**config.mk**
```make
export PLATFORM = sky130hd
export DESIGN_NAME = scanline_segment_merge_top
export DESIGN_NICKNAME = d
export VERILOG_FILES = /design/src/hdl/ssm_pkg.sv /design/src/hdl/scanline_segment_merge_top.sv /design/src/hdl/ssm_interp.sv /design/src/hdl/ssm_front.sv /design/src/hdl/ssm_back.sv
export SDC_FILE = /design/constraint.sdc
export NUM_CORES = 2
export LEC_CHECK = 0
export CORE_MARGIN = 5
export CORE_UTILIZATION = 59
export CTS_CLUSTER_DIAMETER = 40
export DETAILED_ROUTE_END_ITERATION = 8
export DONT_BUFFER_PORTS = 1
export PLACE_DENSITY = 0.85
export SLEW_MARGIN = 20
export SYNTH_ARGS = -nofsm -noshare
export SYNTH_HDL_FRONTEND = slang
export SYNTH_SLANG_ARGS = --single-unit
```
**constraint.sdc**
```tcl
create_clock -name clock -period 10.05 [get_ports clock]
set_input_delay 1.5075 -clock clock [delete_from_list [all_inputs] [get_ports clock]]
set_output_delay 1.5075 -clock clock [all_outputs]
set_load 0.02 [all_outputs]
```
**src/hdl/ssm_pkg.sv**
```systemverilog
// ssm_pkg: shared types, codes and constants for the scanline segment merge
// used by every module of the block; depends on nothing

package ssm_pkg;

   // fixed field widths
   localparam int LEN_W        = 11;
   localparam int POS_W        = 10;
   localparam int EXT_W        = 12;
   localparam int STAT_W       = 3;
   localparam int PHASE_W      = 3;
   localparam int PORT_COLOR_W = 16;
   localparam int NUM_COLORS   = 6;

   // default colour precision
   localparam int DEF_COLOR_BITS = 16;

   // reset value of the scanline width register and position saturation
   localparam logic [LEN_W-1:0] WIDTH_RESET = 11'd1024;
   localparam logic [LEN_W-1:0] POS_SAT     = 11'h7FF;

   // merge phases
   localparam logic [PHASE_W-1:0] PH_IDLE   = 3'd0;
   localparam logic [PHASE_W-1:0] PH_BEFORE = 3'd1;
   localparam logic [PHASE_W-1:0] PH_SKIP   = 3'd2;
   localparam logic [PHASE_W-1:0] PH_AFTER  = 3'd3;
   localparam logic [PHASE_W-1:0] PH_DONE   = 3'd4;

   // result status codes
   localparam logic [STAT_W-1:0] ST_OK     = 3'd0;
   localparam logic [STAT_W-1:0] ST_BEFORE = 3'd1;
   localparam logic [STAT_W-1:0] ST_HEAD   = 3'd2;
   localparam logic [STAT_W-1:0] ST_SPAN   = 3'd3;
   localparam logic [STAT_W-1:0] ST_TAIL   = 3'd4;
   localparam logic [STAT_W-1:0] ST_AFTER  = 3'd5;

   // result kinds and opcodes
   localparam logic KIND_SEG = 1'b0;
   localparam logic KIND_SUM = 1'b1;
   localparam logic OP_LOAD  = 1'b0;

   // colour order: red, green, blue start then red, green, blue end
   typedef struct packed {
      logic                                      is_load;
      logic [POS_W-1:0]                          start_pixel;
      logic [LEN_W-1:0]                          capacity;
      logic [LEN_W-1:0]                          seg_length;
      logic [NUM_COLORS-1:0][PORT_COLOR_W-1:0]   color;
      logic                                      last_old;
   } ssm_item_type;

   typedef struct packed {
      logic                                      kind;
      logic [LEN_W-1:0]                          out_length;
      logic [NUM_COLORS-1:0][PORT_COLOR_W-1:0]   color;
      logic [STAT_W-1:0]                         status;
      logic [LEN_W-1:0]                          total_segments;
      logic                                      final_flag;
   } ssm_rsp_type;

   // interpolation unit status toward the sequencer
   typedef struct packed {
      logic busy;
      logic done;
   } ssm_iu_stat_type;

endpackage

```
**src/hdl/scanline_segment_merge_top.sv**
```systemverilog
// scanline_segment_merge_top: front queue, merge sequencer and interpolation unit
// uses ssm_pkg, ssm_front, ssm_interp and ssm_back
// requests wait in the two-entry front queue while the sequencer works, and stall once it is full
// each clipped cut runs through the shared bit-serial divider, which works at the colour
// precision (16-bit colour by default)
// reset: synchronous; queue empty, merge idle, scanline width 1024, span state zero

module scanline_segment_merge_top import ssm_pkg::*; #(
   parameter int COLOR_BITS = DEF_COLOR_BITS
) (
   input  logic                      clock,
   input  logic                      reset,
   input  logic                      csr_write_enable,
   input  logic [LEN_W-1:0]          csr_write_data,
   input  logic                      req_valid,
   output logic                      req_stall,
   input  logic                      req_opcode,
   input  logic [POS_W-1:0]          req_start_pixel,
   input  logic [LEN_W-1:0]          req_capacity,
   input  logic [LEN_W-1:0]          req_seg_length,
   input  logic [PORT_COLOR_W-1:0]   req_red_start,
   input  logic [PORT_COLOR_W-1:0]   req_green_start,
   input  logic [PORT_COLOR_W-1:0]   req_blue_start,
   input  logic [PORT_COLOR_W-1:0]   req_red_end,
   input  logic [PORT_COLOR_W-1:0]   req_green_end,
   input  logic [PORT_COLOR_W-1:0]   req_blue_end,
   input  logic                      req_last_old,
   output logic                      rsp_valid,
   input  logic                      rsp_stall,
   output logic                      rsp_kind,
   output logic [LEN_W-1:0]          rsp_out_length,
   output logic [PORT_COLOR_W-1:0]   rsp_out_red_start,
   output logic [PORT_COLOR_W-1:0]   rsp_out_green_start,
   output logic [PORT_COLOR_W-1:0]   rsp_out_blue_start,
   output logic [PORT_COLOR_W-1:0]   rsp_out_red_end,
   output logic [PORT_COLOR_W-1:0]   rsp_out_green_end,
   output logic [PORT_COLOR_W-1:0]   rsp_out_blue_end,
   output logic [STAT_W-1:0]         rsp_status,
   output logic [LEN_W-1:0]          rsp_total_segments,
   output logic                      rsp_final_flag
);

   localparam int CW = (COLOR_BITS < PORT_COLOR_W) ? COLOR_BITS : PORT_COLOR_W;

   logic                  head_valid, pop, iu_start;
   ssm_item_type          head;
   logic [2:0][CW-1:0]    iu_a, iu_b, iu_res;
   logic [LEN_W-1:0]      iu_k, iu_len;
   ssm_iu_stat_type       iu_stat;
   ssm_rsp_type           rsp;

   // front: accept and queue
   ssm_front #(.CW(CW)) u_front (
      .clock(clock), .reset(reset),
      .req_valid(req_valid), .req_stall(req_stall),
      .req_opcode(req_opcode), .req_start_pixel(req_start_pixel),
      .req_capacity(req_capacity), .req_seg_length(req_seg_length),
      .req_red_start(req_red_start), .req_green_start(req_green_start),
      .req_blue_start(req_blue_start), .req_red_end(req_red_end),
      .req_green_end(req_green_end), .req_blue_end(req_blue_end),
      .req_last_old(req_last_old),
      .head_valid(head_valid), .head(head), .pop(pop)
   );

   // shared interpolation unit
   ssm_interp #(.CW(CW)) u_interp (
      .clock(clock), .reset(reset), .start(iu_start),
      .a_val(iu_a), .b_val(iu_b), .k_val(iu_k), .len_val(iu_len),
      .stat(iu_stat), .result(iu_res)
   );

   // back: merge sequencer and result register
   ssm_back #(.CW(CW)) u_back (
      .clock(clock), .reset(reset),
      .csr_write_enable(csr_write_enable), .csr_write_data(csr_write_data),
      .head_valid(head_valid), .head(head), .pop(pop),
      .iu_start(iu_start), .iu_a(iu_a), .iu_b(iu_b), .iu_k(iu_k), .iu_len(iu_len),
      .iu_stat(iu_stat), .iu_res(iu_res),
      .rsp_valid(rsp_valid), .rsp_stall(rsp_stall), .rsp(rsp)
   );

   // result fields
   assign rsp_kind            = rsp.kind;
   assign rsp_out_length      = rsp.out_length;
   assign rsp_out_red_start   = rsp.color[0];
   assign rsp_out_green_start = rsp.color[1];
   assign rsp_out_blue_start  = rsp.color[2];
   assign rsp_out_red_end     = rsp.color[3];
   assign rsp_out_green_end   = rsp.color[4];
   assign rsp_out_blue_end    = rsp.color[5];
   assign rsp_status          = rsp.status;
   assign rsp_total_segments  = rsp.total_segments;
   assign rsp_final_flag      = rsp.final_flag;

endmodule

```
**src/hdl/ssm_interp.sv**
```systemverilog
// ssm_interp: three-lane linear interpolation a +/- |b-a|*k/len
// a multiply on start, then a shared restoring divide sequence; uses ssm_pkg

module ssm_interp import ssm_pkg::*; #(
   parameter int CW = DEF_COLOR_BITS
) (
   input  logic                  clock,
   input  logic                  reset,
   input  logic                  start,
   input  logic [2:0][CW-1:0]    a_val,
   input  logic [2:0][CW-1:0]    b_val,
   input  logic [LEN_W-1:0]      k_val,
   input  logic [LEN_W-1:0]      len_val,
   output ssm_iu_stat_type       stat,
   output logic [2:0][CW-1:0]    result
);

   localparam int CNT_W  = $clog2(CW);
   localparam int PROD_W = CW + LEN_W;

   logic                    busy_ff, busy_in;
   logic                    done_ff, done_in;
   logic [CNT_W-1:0]        cnt_ff, cnt_in;
   logic [LEN_W-1:0]        len_ff, len_in;
   logic [2:0][CW-1:0]      a_ff, a_in;
   logic [2:0]              up_ff, up_in;
   logic [2:0][LEN_W-1:0]   rem_ff, rem_in;
   logic [2:0][CW-1:0]      sh_ff, sh_in;

   logic [CW-1:0]           diff;
   logic [PROD_W-1:0]       prod;
   logic [LEN_W:0]          trial;
   logic                    ge;

   // start: multiply, then one quotient bit per lane each cycle
   always_comb begin
      busy_in = busy_ff;
      done_in = 1'b0;
      cnt_in  = cnt_ff;
      len_in  = len_ff;
      a_in    = a_ff;
      up_in   = up_ff;
      rem_in  = rem_ff;
      sh_in   = sh_ff;
      diff    = '0;
      prod    = '0;
      trial   = '0;
      ge      = 1'b0;
      if (start) begin
         busy_in = 1'b1;
         cnt_in  = '0;
         len_in  = len_val;
         for (int i = 0; i < 3; i++) begin
            a_in[i]  = a_val[i];
            up_in[i] = (b_val[i] >= a_val[i]);
            diff     = up_in[i] ? (b_val[i] - a_val[i]) : (a_val[i] - b_val[i]);
            prod     = PROD_W'(diff) * PROD_W'(k_val);
            rem_in[i] = prod[PROD_W-1:CW];
            sh_in[i]  = prod[CW-1:0];
         end
      end else if (busy_ff) begin
         for (int i = 0; i < 3; i++) begin
            trial     = {rem_ff[i], sh_ff[i][CW-1]};
            ge        = (trial >= {1'b0, len_ff});
            rem_in[i] = ge ? LEN_W'(trial - {1'b0, len_ff}) : trial[LEN_W-1:0];
            sh_in[i]  = {sh_ff[i][CW-2:0], ge};
         end
         cnt_in = cnt_ff + 1'b1;
         if (cnt_ff == CNT_W'(CW - 1)) begin
            busy_in = 1'b0;
            done_in = 1'b1;
         end
      end
   end

   // quotient applied in the direction of the gradient
   always_comb begin
      for (int i = 0; i < 3; i++) begin
         result[i] = up_ff[i] ? (a_ff[i] + sh_ff[i]) : (a_ff[i] - sh_ff[i]);
      end
   end

   assign stat.busy = busy_ff;
   assign stat.done = done_ff;

   // control registers
   always_ff @(posedge clock) begin
      if (reset) begin
         busy_ff <= 1'b0;
         done_ff <= 1'b0;
         cnt_ff  <= '0;
      end else begin
         busy_ff <= busy_in;
         done_ff <= done_in;
         cnt_ff  <= cnt_in;
      end
   end

   // datapath registers
   always_ff @(posedge clock) begin
      len_ff <= len_in;
      a_ff   <= a_in;
      up_ff  <= up_in;
      rem_ff <= rem_in;
      sh_ff  <= sh_in;
   end

endmodule

```
**src/hdl/ssm_front.sv**
```systemverilog
// ssm_front: accepts request transfers, classifies and masks them into a
// two-entry queue toward the sequencer; uses ssm_pkg

module ssm_front import ssm_pkg::*; #(
   parameter int CW = DEF_COLOR_BITS
) (
   input  logic                      clock,
   input  logic                      reset,
   input  logic                      req_valid,
   output logic                      req_stall,
   input  logic                      req_opcode,
   input  logic [POS_W-1:0]          req_start_pixel,
   input  logic [LEN_W-1:0]          req_capacity,
   input  logic [LEN_W-1:0]          req_seg_length,
   input  logic [PORT_COLOR_W-1:0]   req_red_start,
   input  logic [PORT_COLOR_W-1:0]   req_green_start,
   input  logic [PORT_COLOR_W-1:0]   req_blue_start,
   input  logic [PORT_COLOR_W-1:0]   req_red_end,
   input  logic [PORT_COLOR_W-1:0]   req_green_end,
   input  logic [PORT_COLOR_W-1:0]   req_blue_end,
   input  logic                      req_last_old,
   output logic                      head_valid,
   output ssm_item_type              head,
   input  logic                      pop
);

   localparam logic [PORT_COLOR_W-1:0] CMASK = PORT_COLOR_W'((1 << CW) - 1);

   ssm_item_type    entry_ff [2];
   ssm_item_type    item;
   logic            wr_ptr_ff, rd_ptr_ff;
   logic [1:0]      cnt_ff, cnt_in;
   logic            push;

   // classify and mask the incoming item
   always_comb begin
      item.is_load     = (req_opcode == OP_LOAD);
      item.start_pixel = req_start_pixel;
      item.capacity    = req_capacity;
      item.seg_length  = req_seg_length;
      item.color[0]    = req_red_start & CMASK;
      item.color[1]    = req_green_start & CMASK;
      item.color[2]    = req_blue_start & CMASK;
      item.color[3]    = req_red_end & CMASK;
      item.color[4]    = req_green_end & CMASK;
      item.color[5]    = req_blue_end & CMASK;
      item.last_old    = req_last_old;
   end

   assign req_stall  = (cnt_ff == 2'd2);
   assign push       = req_valid && !req_stall;
   assign head_valid = (cnt_ff != 2'd0);
   assign head       = entry_ff[rd_ptr_ff];

   // occupancy
   always_comb begin
      cnt_in = cnt_ff;
      if (push && !pop) begin
         cnt_in = cnt_ff + 2'd1;
      end else if (pop && !push) begin
         cnt_in = cnt_ff - 2'd1;
      end
   end

   // queue pointers
   always_ff @(posedge clock) begin
      if (reset) begin
         wr_ptr_ff <= 1'b0;
         rd_ptr_ff <= 1'b0;
         cnt_ff    <= 2'd0;
      end else begin
         cnt_ff <= cnt_in;
         if (push) begin
            wr_ptr_ff <= ~wr_ptr_ff;
         end
         if (pop) begin
            rd_ptr_ff <= ~rd_ptr_ff;
         end
      end
   end

   // queue storage
   always_ff @(posedge clock) begin
      if (push) begin
         entry_ff[wr_ptr_ff] <= item;
      end
   end

endmodule

```
**src/hdl/ssm_back.sv**
```systemverilog
// ssm_back: merge sequencer, span state, width register and result register
// drives the interpolation unit; uses ssm_pkg

module ssm_back import ssm_pkg::*; #(
   parameter int CW = DEF_COLOR_BITS
) (
   input  logic                  clock,
   input  logic                  reset,
   input  logic                  csr_write_enable,
   input  logic [LEN_W-1:0]      csr_write_data,
   input  logic                  head_valid,
   input  ssm_item_type          head,
   output logic                  pop,
   output logic                  iu_start,
   output logic [2:0][CW-1:0]    iu_a,
   output logic [2:0][CW-1:0]    iu_b,
   output logic [LEN_W-1:0]      iu_k,
   output logic [LEN_W-1:0]      iu_len,
   input  ssm_iu_stat_type       iu_stat,
   input  logic [2:0][CW-1:0]    iu_res,
   output logic                  rsp_valid,
   input  logic                  rsp_stall,
   output ssm_rsp_type           rsp
);

   // sequencer states
   localparam logic [3:0] SQ_IDLE      = 4'd0;
   localparam logic [3:0] SQ_BEFORE    = 4'd1;
   localparam logic [3:0] SQ_HEAD_WAIT = 4'd2;
   localparam logic [3:0] SQ_HEAD_EMIT = 4'd3;
   localparam logic [3:0] SQ_SPAN      = 4'd4;
   localparam logic [3:0] SQ_SKIP      = 4'd5;
   localparam logic [3:0] SQ_TAIL_WAIT = 4'd6;
   localparam logic [3:0] SQ_TAIL_EMIT = 4'd7;
   localparam logic [3:0] SQ_AFTER     = 4'd8;
   localparam logic [3:0] SQ_END       = 4'd9;
   localparam logic [3:0] SQ_END_SPAN  = 4'd10;
   localparam logic [3:0] SQ_SUM       = 4'd11;

   logic [3:0]                   sq_ff, sq_in;
   logic [PHASE_W-1:0]           phase_ff, phase_in;
   logic [LEN_W-1:0]             width_ff, width_in;
   logic [LEN_W-1:0]             old_pos_ff, old_pos_in;
   logic [LEN_W-1:0]             emitted_ff, emitted_in;
   logic [LEN_W-1:0]             cap_ff, cap_in;
   logic [LEN_W-1:0]             slen_ff, slen_in;
   logic [POS_W-1:0]             sstart_ff, sstart_in;
   logic [NUM_COLORS-1:0][CW-1:0] span_col_ff, span_col_in;
   ssm_item_type                 cur_ff, cur_in;
   logic [EXT_W-1:0]             p_ff, p_in;
   logic                         rsp_valid_ff, rsp_valid_in;
   ssm_rsp_type                  rsp_ff, rsp_in;

   logic [EXT_W-1:0]             old_ext, last_px, s_ext, e_ext, width_ext;
   logic                         p_same, out_free, cap_ok;
   logic                         em_req, em_sum;
   logic [LEN_W-1:0]             em_len;
   logic [NUM_COLORS-1:0][CW-1:0] em_col, cur_col;
   logic [STAT_W-1:0]            em_code;

   // positions of the current segment and of the span
   always_comb begin
      old_ext   = {1'b0, old_pos_ff};
      last_px   = old_ext + {1'b0, cur_ff.seg_length};
      s_ext     = {2'b0, sstart_ff};
      e_ext     = s_ext + {1'b0, slen_ff};
      width_ext = {1'b0, width_ff};
      p_same    = (p_ff == old_ext);
      out_free  = !rsp_valid_ff || !rsp_stall;
      cap_ok    = (emitted_ff < cap_ff);
      for (int i = 0; i < NUM_COLORS; i++) begin
         cur_col[i] = cur_ff.color[i][CW-1:0];
      end
   end

   // interpolation operands come from the current old segment
   always_comb begin
      for (int i = 0; i < 3; i++) begin
         iu_a[i] = cur_col[i];
         iu_b[i] = cur_col[3 + i];
      end
      iu_len = cur_ff.seg_length;
   end

   // sequencer
   always_comb begin
      sq_in        = sq_ff;
      phase_in     = phase_ff;
      width_in     = csr_write_enable ? csr_write_data : width_ff;
      old_pos_in   = old_pos_ff;
      emitted_in   = emitted_ff;
      cap_in       = cap_ff;
      slen_in      = slen_ff;
      sstart_in    = sstart_ff;
      span_col_in  = span_col_ff;
      cur_in       = cur_ff;
      p_in         = p_ff;
      rsp_in       = rsp_ff;
      rsp_valid_in = rsp_valid_ff && rsp_stall;
      pop          = 1'b0;
      iu_start     = 1'b0;
      iu_k         = '0;
      em_req       = 1'b0;
      em_sum       = 1'b0;
      em_len       = '0;
      em_col       = '0;
      em_code      = ST_OK;

      unique case (sq_ff)
         SQ_IDLE: begin
            if (head_valid) begin
               pop    = 1'b1;
               cur_in = head;
               if (head.is_load) begin
                  for (int i = 0; i < NUM_COLORS; i++) begin
                     span_col_in[i] = head.color[i][CW-1:0];
                  end
                  slen_in    = head.seg_length;
                  sstart_in  = head.start_pixel;
                  cap_in     = head.capacity;
                  old_pos_in = '0;
                  emitted_in = '0;
                  if (head.seg_length == '0) begin
                     phase_in = PH_DONE;
                     sq_in    = SQ_SUM;
                  end else begin
                     phase_in = PH_BEFORE;
                  end
               end else if (phase_ff == PH_BEFORE || phase_ff == PH_SKIP ||
                            phase_ff == PH_AFTER) begin
                  p_in  = old_ext;
                  sq_in = (phase_ff == PH_BEFORE) ? SQ_BEFORE : SQ_SKIP;
               end
            end
         end
         SQ_BEFORE: begin
            if (last_px <= s_ext) begin
               em_req  = 1'b1;
               em_len  = cur_ff.seg_length;
               em_col  = cur_col;
               em_code = ST_BEFORE;
               if (out_free && cap_ok) begin
                  p_in  = last_px;
                  sq_in = SQ_SKIP;
               end
            end else if (p_ff < s_ext) begin
               iu_start = 1'b1;
               iu_k     = LEN_W'(s_ext - p_ff);
               sq_in    = SQ_HEAD_WAIT;
            end else begin
               sq_in = SQ_SPAN;
            end
         end
         SQ_HEAD_WAIT: begin
            if (iu_stat.done) begin
               sq_in = SQ_HEAD_EMIT;
            end
         end
         SQ_HEAD_EMIT: begin
            em_req  = 1'b1;
            em_len  = LEN_W'(s_ext - p_ff);
            for (int i = 0; i < 3; i++) begin
               em_col[i]     = cur_col[i];
               em_col[3 + i] = iu_res[i];
            end
            em_code = ST_HEAD;
            if (out_free && cap_ok) begin
               sq_in = SQ_SPAN;
            end
         end
         SQ_SPAN, SQ_END_SPAN: begin
            em_req  = 1'b1;
            em_len  = slen_ff;
            em_col  = span_col_ff;
            em_code = ST_SPAN;
            if (out_free && cap_ok) begin
               if (sq_ff == SQ_SPAN) begin
                  phase_in = PH_SKIP;
                  sq_in    = SQ_SKIP;
               end else begin
                  sq_in = SQ_SUM;
               end
            end
         end
         SQ_SKIP: begin
            sq_in = SQ_AFTER;
            if (phase_ff == PH_SKIP && p_same) begin
               if (p_ff < e_ext && last_px <= e_ext) begin
                  p_in = last_px;
               end else if (p_ff < e_ext) begin
                  iu_start = 1'b1;
                  iu_k     = LEN_W'(e_ext - p_ff);
                  sq_in    = SQ_TAIL_WAIT;
               end else begin
                  phase_in = PH_AFTER;
               end
            end
         end
         SQ_TAIL_WAIT: begin
            if (iu_stat.done) begin
               sq_in = SQ_TAIL_EMIT;
            end
         end
         SQ_TAIL_EMIT: begin
            em_req  = 1'b1;
            em_len  = LEN_W'(last_px - e_ext);
            for (int i = 0; i < 3; i++) begin
               em_col[i]     = iu_res[i];
               em_col[3 + i] = cur_col[3 + i];
            end
            em_code = ST_TAIL;
            if (out_free && cap_ok) begin
               p_in     = last_px;
               phase_in = PH_AFTER;
               sq_in    = SQ_AFTER;
            end
         end
         SQ_AFTER: begin
            if (phase_ff == PH_AFTER && p_same && p_ff < width_ext) begin
               em_req  = 1'b1;
               em_len  = cur_ff.seg_length;
               em_col  = cur_col;
               em_code = ST_AFTER;
               if (out_free && cap_ok) begin
                  p_in  = last_px;
                  sq_in = SQ_END;
               end
            end else begin
               sq_in = SQ_END;
            end
         end
         SQ_END: begin
            old_pos_in = (p_ff > {1'b0, POS_SAT}) ? POS_SAT : p_ff[LEN_W-1:0];
            if (p_ff >= width_ext || cur_ff.last_old) begin
               sq_in = (phase_ff == PH_BEFORE) ? SQ_END_SPAN : SQ_SUM;
            end else begin
               sq_in = SQ_IDLE;
            end
         end
         SQ_SUM: begin
            em_req = 1'b1;
            em_sum = 1'b1;
            if (out_free) begin
               phase_in = PH_DONE;
               sq_in    = SQ_IDLE;
            end
         end
         default: begin
            sq_in = SQ_IDLE;
         end
      endcase

      // result register load: segment, summary or out-of-space summary
      if (em_req && out_free) begin
         rsp_valid_in       = 1'b1;
         rsp_in.out_length  = '0;
         rsp_in.color       = '0;
         rsp_in.total_segments = '0;
         if (em_sum) begin
            rsp_in.kind           = KIND_SUM;
            rsp_in.status         = ST_OK;
            rsp_in.total_segments = emitted_ff;
            rsp_in.final_flag     = 1'b1;
         end else if (cap_ok) begin
            rsp_in.kind       = KIND_SEG;
            rsp_in.out_length = em_len;
            for (int i = 0; i < NUM_COLORS; i++) begin
               rsp_in.color[i] = PORT_COLOR_W'(em_col[i]);
            end
            rsp_in.status     = ST_OK;
            rsp_in.final_flag = 1'b0;
            emitted_in        = emitted_ff + 1'b1;
         end else begin
            rsp_in.kind       = KIND_SUM;
            rsp_in.status     = em_code;
            rsp_in.final_flag = 1'b1;
            phase_in          = PH_DONE;
            sq_in             = SQ_IDLE;
         end
      end
   end

   assign rsp_valid = rsp_valid_ff;
   assign rsp       = rsp_ff;

   // control registers
   always_ff @(posedge clock) begin
      if (reset) begin
         sq_ff        <= SQ_IDLE;
         phase_ff     <= PH_IDLE;
         width_ff     <= WIDTH_RESET;
         old_pos_ff   <= '0;
         emitted_ff   <= '0;
         cap_ff       <= '0;
         slen_ff      <= '0;
         sstart_ff    <= '0;
         span_col_ff  <= '0;
         rsp_valid_ff <= 1'b0;
      end else begin
         sq_ff        <= sq_in;
         phase_ff     <= phase_in;
         width_ff     <= width_in;
         old_pos_ff   <= old_pos_in;
         emitted_ff   <= emitted_in;
         cap_ff       <= cap_in;
         slen_ff      <= slen_in;
         sstart_ff    <= sstart_in;
         span_col_ff  <= span_col_in;
         rsp_valid_ff <= rsp_valid_in;
      end
   end

   // payload registers
   always_ff @(posedge clock) begin
      cur_ff <= cur_in;
      p_ff   <= p_in;
      rsp_ff <= rsp_in;
   end

   // count of emitted segments never passes the capacity
   a_cap_bound: assert property (@(posedge clock) disable iff (reset)
      emitted_ff <= cap_ff)
      else $error("emitted segment count above capacity");

   // a wait state always has the interpolation unit working or finishing
   a_iu_wait: assert property (@(posedge clock) disable iff (reset)
      (sq_ff == SQ_HEAD_WAIT || sq_ff == SQ_TAIL_WAIT) |-> (iu_stat.busy || iu_stat.done))
      else $error("waiting on an idle interpolation unit");

   // any summary closes the merge
   a_sum_done: assert property (@(posedge clock) disable iff (reset)
      (em_req && out_free && (em_sum || !cap_ok)) |=> (phase_ff == PH_DONE))
      else $error("summary sent without ending the merge");

endmodule

```
# Word-level counts from Yosys, hierarchy flattened
# Memories as Yosys holds them, arrays and structs flattened. A register that Yosys moved wholly into a read port is not among the register bits.
# Cells that the tools add are included.
# totals
romBits	0
latch_bits	0
elab_cells	270
ramBits	260
register_bits	564
memories	1
# classes
multipliers	3
bitwise	5
n_eq_ne	25
muxes	111
magnitude_cmp	14
div_mod_pow	0
addsub	24
n_reduce_logical	36
shifts	0
# memory_table
memory	words	word_bits	rd	rd_clocked_by_memory_dff	write_ports	line_no	rtl
u_front.entry_ff	2	130	1	1	1	ssm_front.sv:29	ssm_item_type entry_ff [2];
# ops
cell	count
96-bit one-hot mux with 5 select lines	1
11-bit 2-to-1 mux	19
96-bit 2-to-1 mux	2
16-bit subtractor	9
12-bit 2-to-1 mux	8
16-bit 2-to-1 mux	6
48-bit 2-to-1 mux	2
4-bit 2-to-1 mux	22
16-bit by 11-bit multiplier with 27-bit output	3
33-bit 2-to-1 mux	2
12-bit one-hot mux with 5 select lines	1
11-bit one-hot mux with 5 select lines	1
11-bit subtractor	5
16-bit adder	3
12-bit by 11-bit >= comparator with 1-bit output	4
16-bit >= comparator	3
3-bit 2-to-1 mux	16
11-bit one-hot mux with 2 select lines	2
4-bit one-hot mux with 11 select lines	1
3-bit one-hot mux with 5 select lines	2
1-bit 2-to-1 mux	22
4-bit equality test (second input constant)	5
4-bit by 3-bit equality test with 1-bit output (second input constant)	4
10-bit by 11-bit adder with 12-bit output	1
38 further kinds	74

# Logic depth before layout (Yosys ltp)
# logic_depth
depth_word	10
depth_mapped	46

# Modules after synthesis
# A second synthesis with hierarchy kept.
# hier_totals
cells_unflattened	6370
hier_area_um2	63343.3
# by_module_without_submodules
module	n_inst	cells_per_inst	area_per_inst_um2
ssm_interp	1	3905	33225.6
ssm_back	1	2035	20490.9
ssm_front	1	430	9626.7

# Least setup slack after synthesis
# No wires, ideal clock.
# synth_path
path_type	reg2reg
startpoint	register u_back.sstart_ff[0]
endpoint	register u_interp.rem_ff[32] in the netlist's numbering (data pin)
required_ns	9.791
setup_slack_ns	0.294
n_path_buf	4
arrival_ns	9.497
path_stages_with_launch	45
period_less_slack_ns	9.756
path_cell_list	dfxtp_1 -> ha_1 -> fa_1 -> a21o_1 -> a21oi_1 -> nor2b_1 -> o21a_1 -> nor2_1 -> o21bai_1 -> a21oi_1 -> xor2_1 -> inv_1 -> ha_1 -> buf_1 -> nand2_1 -> nor2_1 -> a221oi_1 -> o22ai_1 -> (+9 left out) -> fa_1 -> inv_1 -> fa_1 -> fa_1 -> inv_1 -> fa_1 -> inv_1 -> ha_1 -> and3_1 -> a211oi_1 -> a21oi_1 -> a21o_1 -> o41a_1 -> a31oi_1 -> o21ai_1 -> o21ai_0 -> a21oi_1 -> o31a_1
# synth_rtl
item	line_no	rtl
start, declared	ssm_back.sv:47	logic [POS_W-1:0] sstart_ff, sstart_in;
start signal, assigned	ssm_back.sv:307	sstart_ff <= sstart_in;
end signal, assigned	ssm_interp.sv:104	rem_ff <= rem_in;
end, declared	ssm_interp.sv:27	logic [2:0][LEN_W-1:0] rem_ff, rem_in;

==> impl_results.md <==
- Status: complete, but fails checks
- Failing checks: design-rule violations
- Kind of critical path: reg2reg
- Hold path start: u_back.span_col_ff[68]$_SDFFE_PP0P_
- Nets@finish: 7,043
- Largest net degree at the start of global routing: 175
- Hold Path Stages: 2
- Vias: 46,900
- Final core occ: 65.5%
- First-pass GRT wire length: 272,000 µm
- Input/output buffers: 0
- Worst path most repeated cell: fa_1
- CTS tree: done
- Worst-path maximum fanout: 5
- Post-synth EDFFs: 645
- Worst reg2reg endpoint: u_interp.rem_ff[30]$_DFFE_PP_
- Clock Tree Buf Depth: 3
- Ranking of synthesized cells by area: edfxtp_1 (32%), fa_1 (13%), ha_1 (9.8%), dfxtp_1 (6.0%), inv_1 (4.4%)
- Number of buffers created by CTS: 101
- Detail Route Antenna Nets: 0
- Avg WL per Cell: approximately 24 µm
- DR vias/cell: 6.26
- Count of cell types in the netlist: 98
- Clk slew on worst S/H paths: 0.07 ns
- Dpl cells: 7,266
- Synth top area share: 32.0%
- Register area share after synthesis: a little under two fifths
- Maxcap violations: 0
- Commonest non-fill, non-tap cell in the layout: inv_1
- DR DRC count: 1
- Tot GR Track Use: 32.3%
- Gpl congestion: between 1 and 1.5
- Number of global-route vias before repair: around 47,000
- Slew Limit Fails: 0
- Leak Pwr: ~28 nW
- Initial antenna violation count: 5
- Die W: 330 µm
- Ant. Diodes: 0
- Rows: 117
- Hold EP: u_back.span_col_ff[68]$_SDFFE_PP0P_
- HPWL Detailed: 129,000 µm
- Worst R2R Setup Slack: 0.15 ns
- Later-pin clock latency in the skew report: 0.72 ns
- Die area: 109,000 µm²
- Post-layout worst setup margin: 0.147 ns
- Synth Cell Area: 60,500 µm²
- Clock Sink Count: 825
- Clock Skews: 0.0548 ns
- PwrDens: 278 nW/µm²
- Most frequent cells in the layout: inv_1 (710), edfxtp_1 (645), nand2_1 (621)
- Core area: just over 100,000 µm²
- Synthesized Nets: 7,010
- First-pass DRT Iterations: 9
- Max IR drop VDD: 0.000358 V
- FF-to-FF path depth: 39
- IO Pins: about 270
- WP data arrival: 10.31 ns
- Iter 0 DRT Violations: roughly 5,500
- Crit path largest cell delay: 0.54 ns
- Slew margin rel.: 26.6%
- Worst-Margin Slew: 1.07 ns
- Post-route insts no fill: 7,487
- Ys Warns: 0
- Slowest-stage cell, CP: edfxtp_1
- Max Clock Freq: around 0.10 GHz
- Worst r2r src: u_back.iu_len[3]$_DFFE_PP_
- Final Hold Fails: 0
- Tmin final: about 10 ns
- Root Buffer: clkbuf_16
- Overflow after GRT: 0
- Tcrit/Tclk final: 98.5%
- Syn Area/Cell: 10.1 µm²
- Initial core utilization: 59.4%
- FFs w/ async S/R, synth: 0%
- CP startpoint kind: register
- Worst hold path class: reg2reg
- Number of synthesized register bits: 825
- Required time of the critical path: 10.46 ns
- Place WS: -0.126 ns
- Fraction of layout cells with a size suffix above 1: 9.95%
- Layout area overhead: 10.4%
- Die Y: 330 µm
- CP Capture Type: register
- Setup violators final: 0
- # H-tree levels: 3
- Hold_buf cts: 0
- Top_reg_cell synth: edfxtp_1
- Cell count after synthesis: 5,998
- Area leader, netlist: edfxtp_1
- Drt total wl: 180,000 µm
==> what timing repair did <==
item,CTS,global route
gates resized for setup,8,74
buffers inserted,4,22
pin swaps,2,27
endpoints found under the setup margin,10,32
cloned,0,6
==> synthesized netlist by cell type (82+ instances only) <==
cell,number
fa_1,392
nand2_1,624
mux2_2,127
clkbuf_1,180
xor2_1,105
inv_1,710
ha_1,474
nor2_1,523
o21ai_0,187
a21oi_1,387
edfxtp_1,645
a222oi_1,82
nor3_1,85
a21o_1,120
xnor2_1,155
and2_1,89
dfxtp_1,180
==> flip-flops by register name, summed over array words and instances (netlist names), 12 cells and up, named ones only <==
name,count
u_back.p_ff,12
u_interp.sh_ff,48
u_interp.a_ff,48
u_back.span_col_ff,96
u_back.rsp,122
u_interp.rem_ff,33
u_back.iu_b,48
u_back.iu_a,48
u_front.entry_ff,260
==> layout make-up <==
| class | count | area (µm²) |
|---|---|---|
| Timing Repair Buffer | 197 | 1810 |
| Sequential cell | 825 | 23000 |
| Inverter | 713 | 2690 |
| Clock inverter | 75 | 896 |
| Fill cell | 7606 | 35100 |
| Tap cell | 1368 | 1710 |
| Clock buffer | 116 | 2650 |
| Multi-Input combinational cell | 4193 | 34000 |
==> worst max-delay path by stage <==
stage | from | end | slack (ns) | depth (start not counted)
2_1_floorplan | u_back.sstart_ff[0]$_SDFFE_PP0P_ | u_interp.rem_ff[32]$_DFFE_PP_ | 0.29 | 44
5_1_grt | u_back.slen_ff[0]$_SDFFE_PP0P_ | u_interp.rem_ff[30]$_DFFE_PP_ | -0.18 | 39
3_3_place_gp | u_back.sstart_ff[0]$_SDFFE_PP0P_ | u_interp.rem_ff[10]$_DFFE_PP_ | -0.01 | 40
4_1_cts | u_back.sstart_ff[0]$_SDFFE_PP0P_ | u_interp.rem_ff[31]$_DFFE_PP_ | 0.01 | 40
6_report | u_back.iu_len[3]$_DFFE_PP_ | u_interp.rem_ff[30]$_DFFE_PP_ | 0.15 | 39
3_5_place_dp | u_back.old_pos_ff[0]$_SDFFE_PP0P_ | u_interp.rem_ff[10]$_DFFE_PP_ | -0.13 | 38
==> metrics by stage <==
stage	area (µm²)	hold WS [ns]	setup TNS [ns]	power, W
after floorplan	60500	0.436	0	0.0109
after detailed placement	62500	0.443	-0.658	0.0144
after global placement	62500	0.436	-0.0124	0.0142
final	66800	0.454	0	0.0186
after CTS	66100	0.454	0	0.0182
after global routing	66800	0.471	-0.304	0.0193
==> power by group <==
part | leakage [nW] | switching (W) | internal [W] | total (W)
Clock | 1.72 | 0.00162 | 0.00215 | 0.00377
Combinational | 18.9 | 0.00637 | 0.00301 | 0.00938
Sequential | 7.28 | 0.000802 | 0.00462 | 0.00542
==> layer usage <==
metal | wire (µm) | part of all wire, % | GRT usage [%]
met1 | 67700 | 38 | 42.3
met2 | 83000 | 46 | 51.5
met3 | 21300 | 12 | 8.49
met4 | 8320 | 4.6 | 13.2
met5 | 38 | 0.021 | 0
==> worst max-delay path, delay by kind of cell (launching register included) <==
kind,cells,cell delay [ns]
buffers and inverters,5,0.55
adders and majority gates,9,3.73
DFF,1,0.54
AOI/OAI and AO/OA,18,3.61
and+or+nand+nor,6,0.98
xor gates and xnor gates,1,0.16
==> logic make-up (layout without fill, tap and decap cells) <==
group / count (synthesis) / count (layout) / share of synthesized area, %
adders and majority gates: 870 / 870 / 22.8
buffers and inverters: 981 / 1101 / 6.48
and+or+nand+nor: 1683 / 1684 / 12.5
AOI/OAI and AO/OA: 1168 / 1168 / 12.7
xor gates and xnor gates: 261 / 261 / 3.79
DFF: 825 / 825 / 38.0
muxes: 210 / 210 / 3.75
Note: power is estimated with default switching activity, not from simulation.
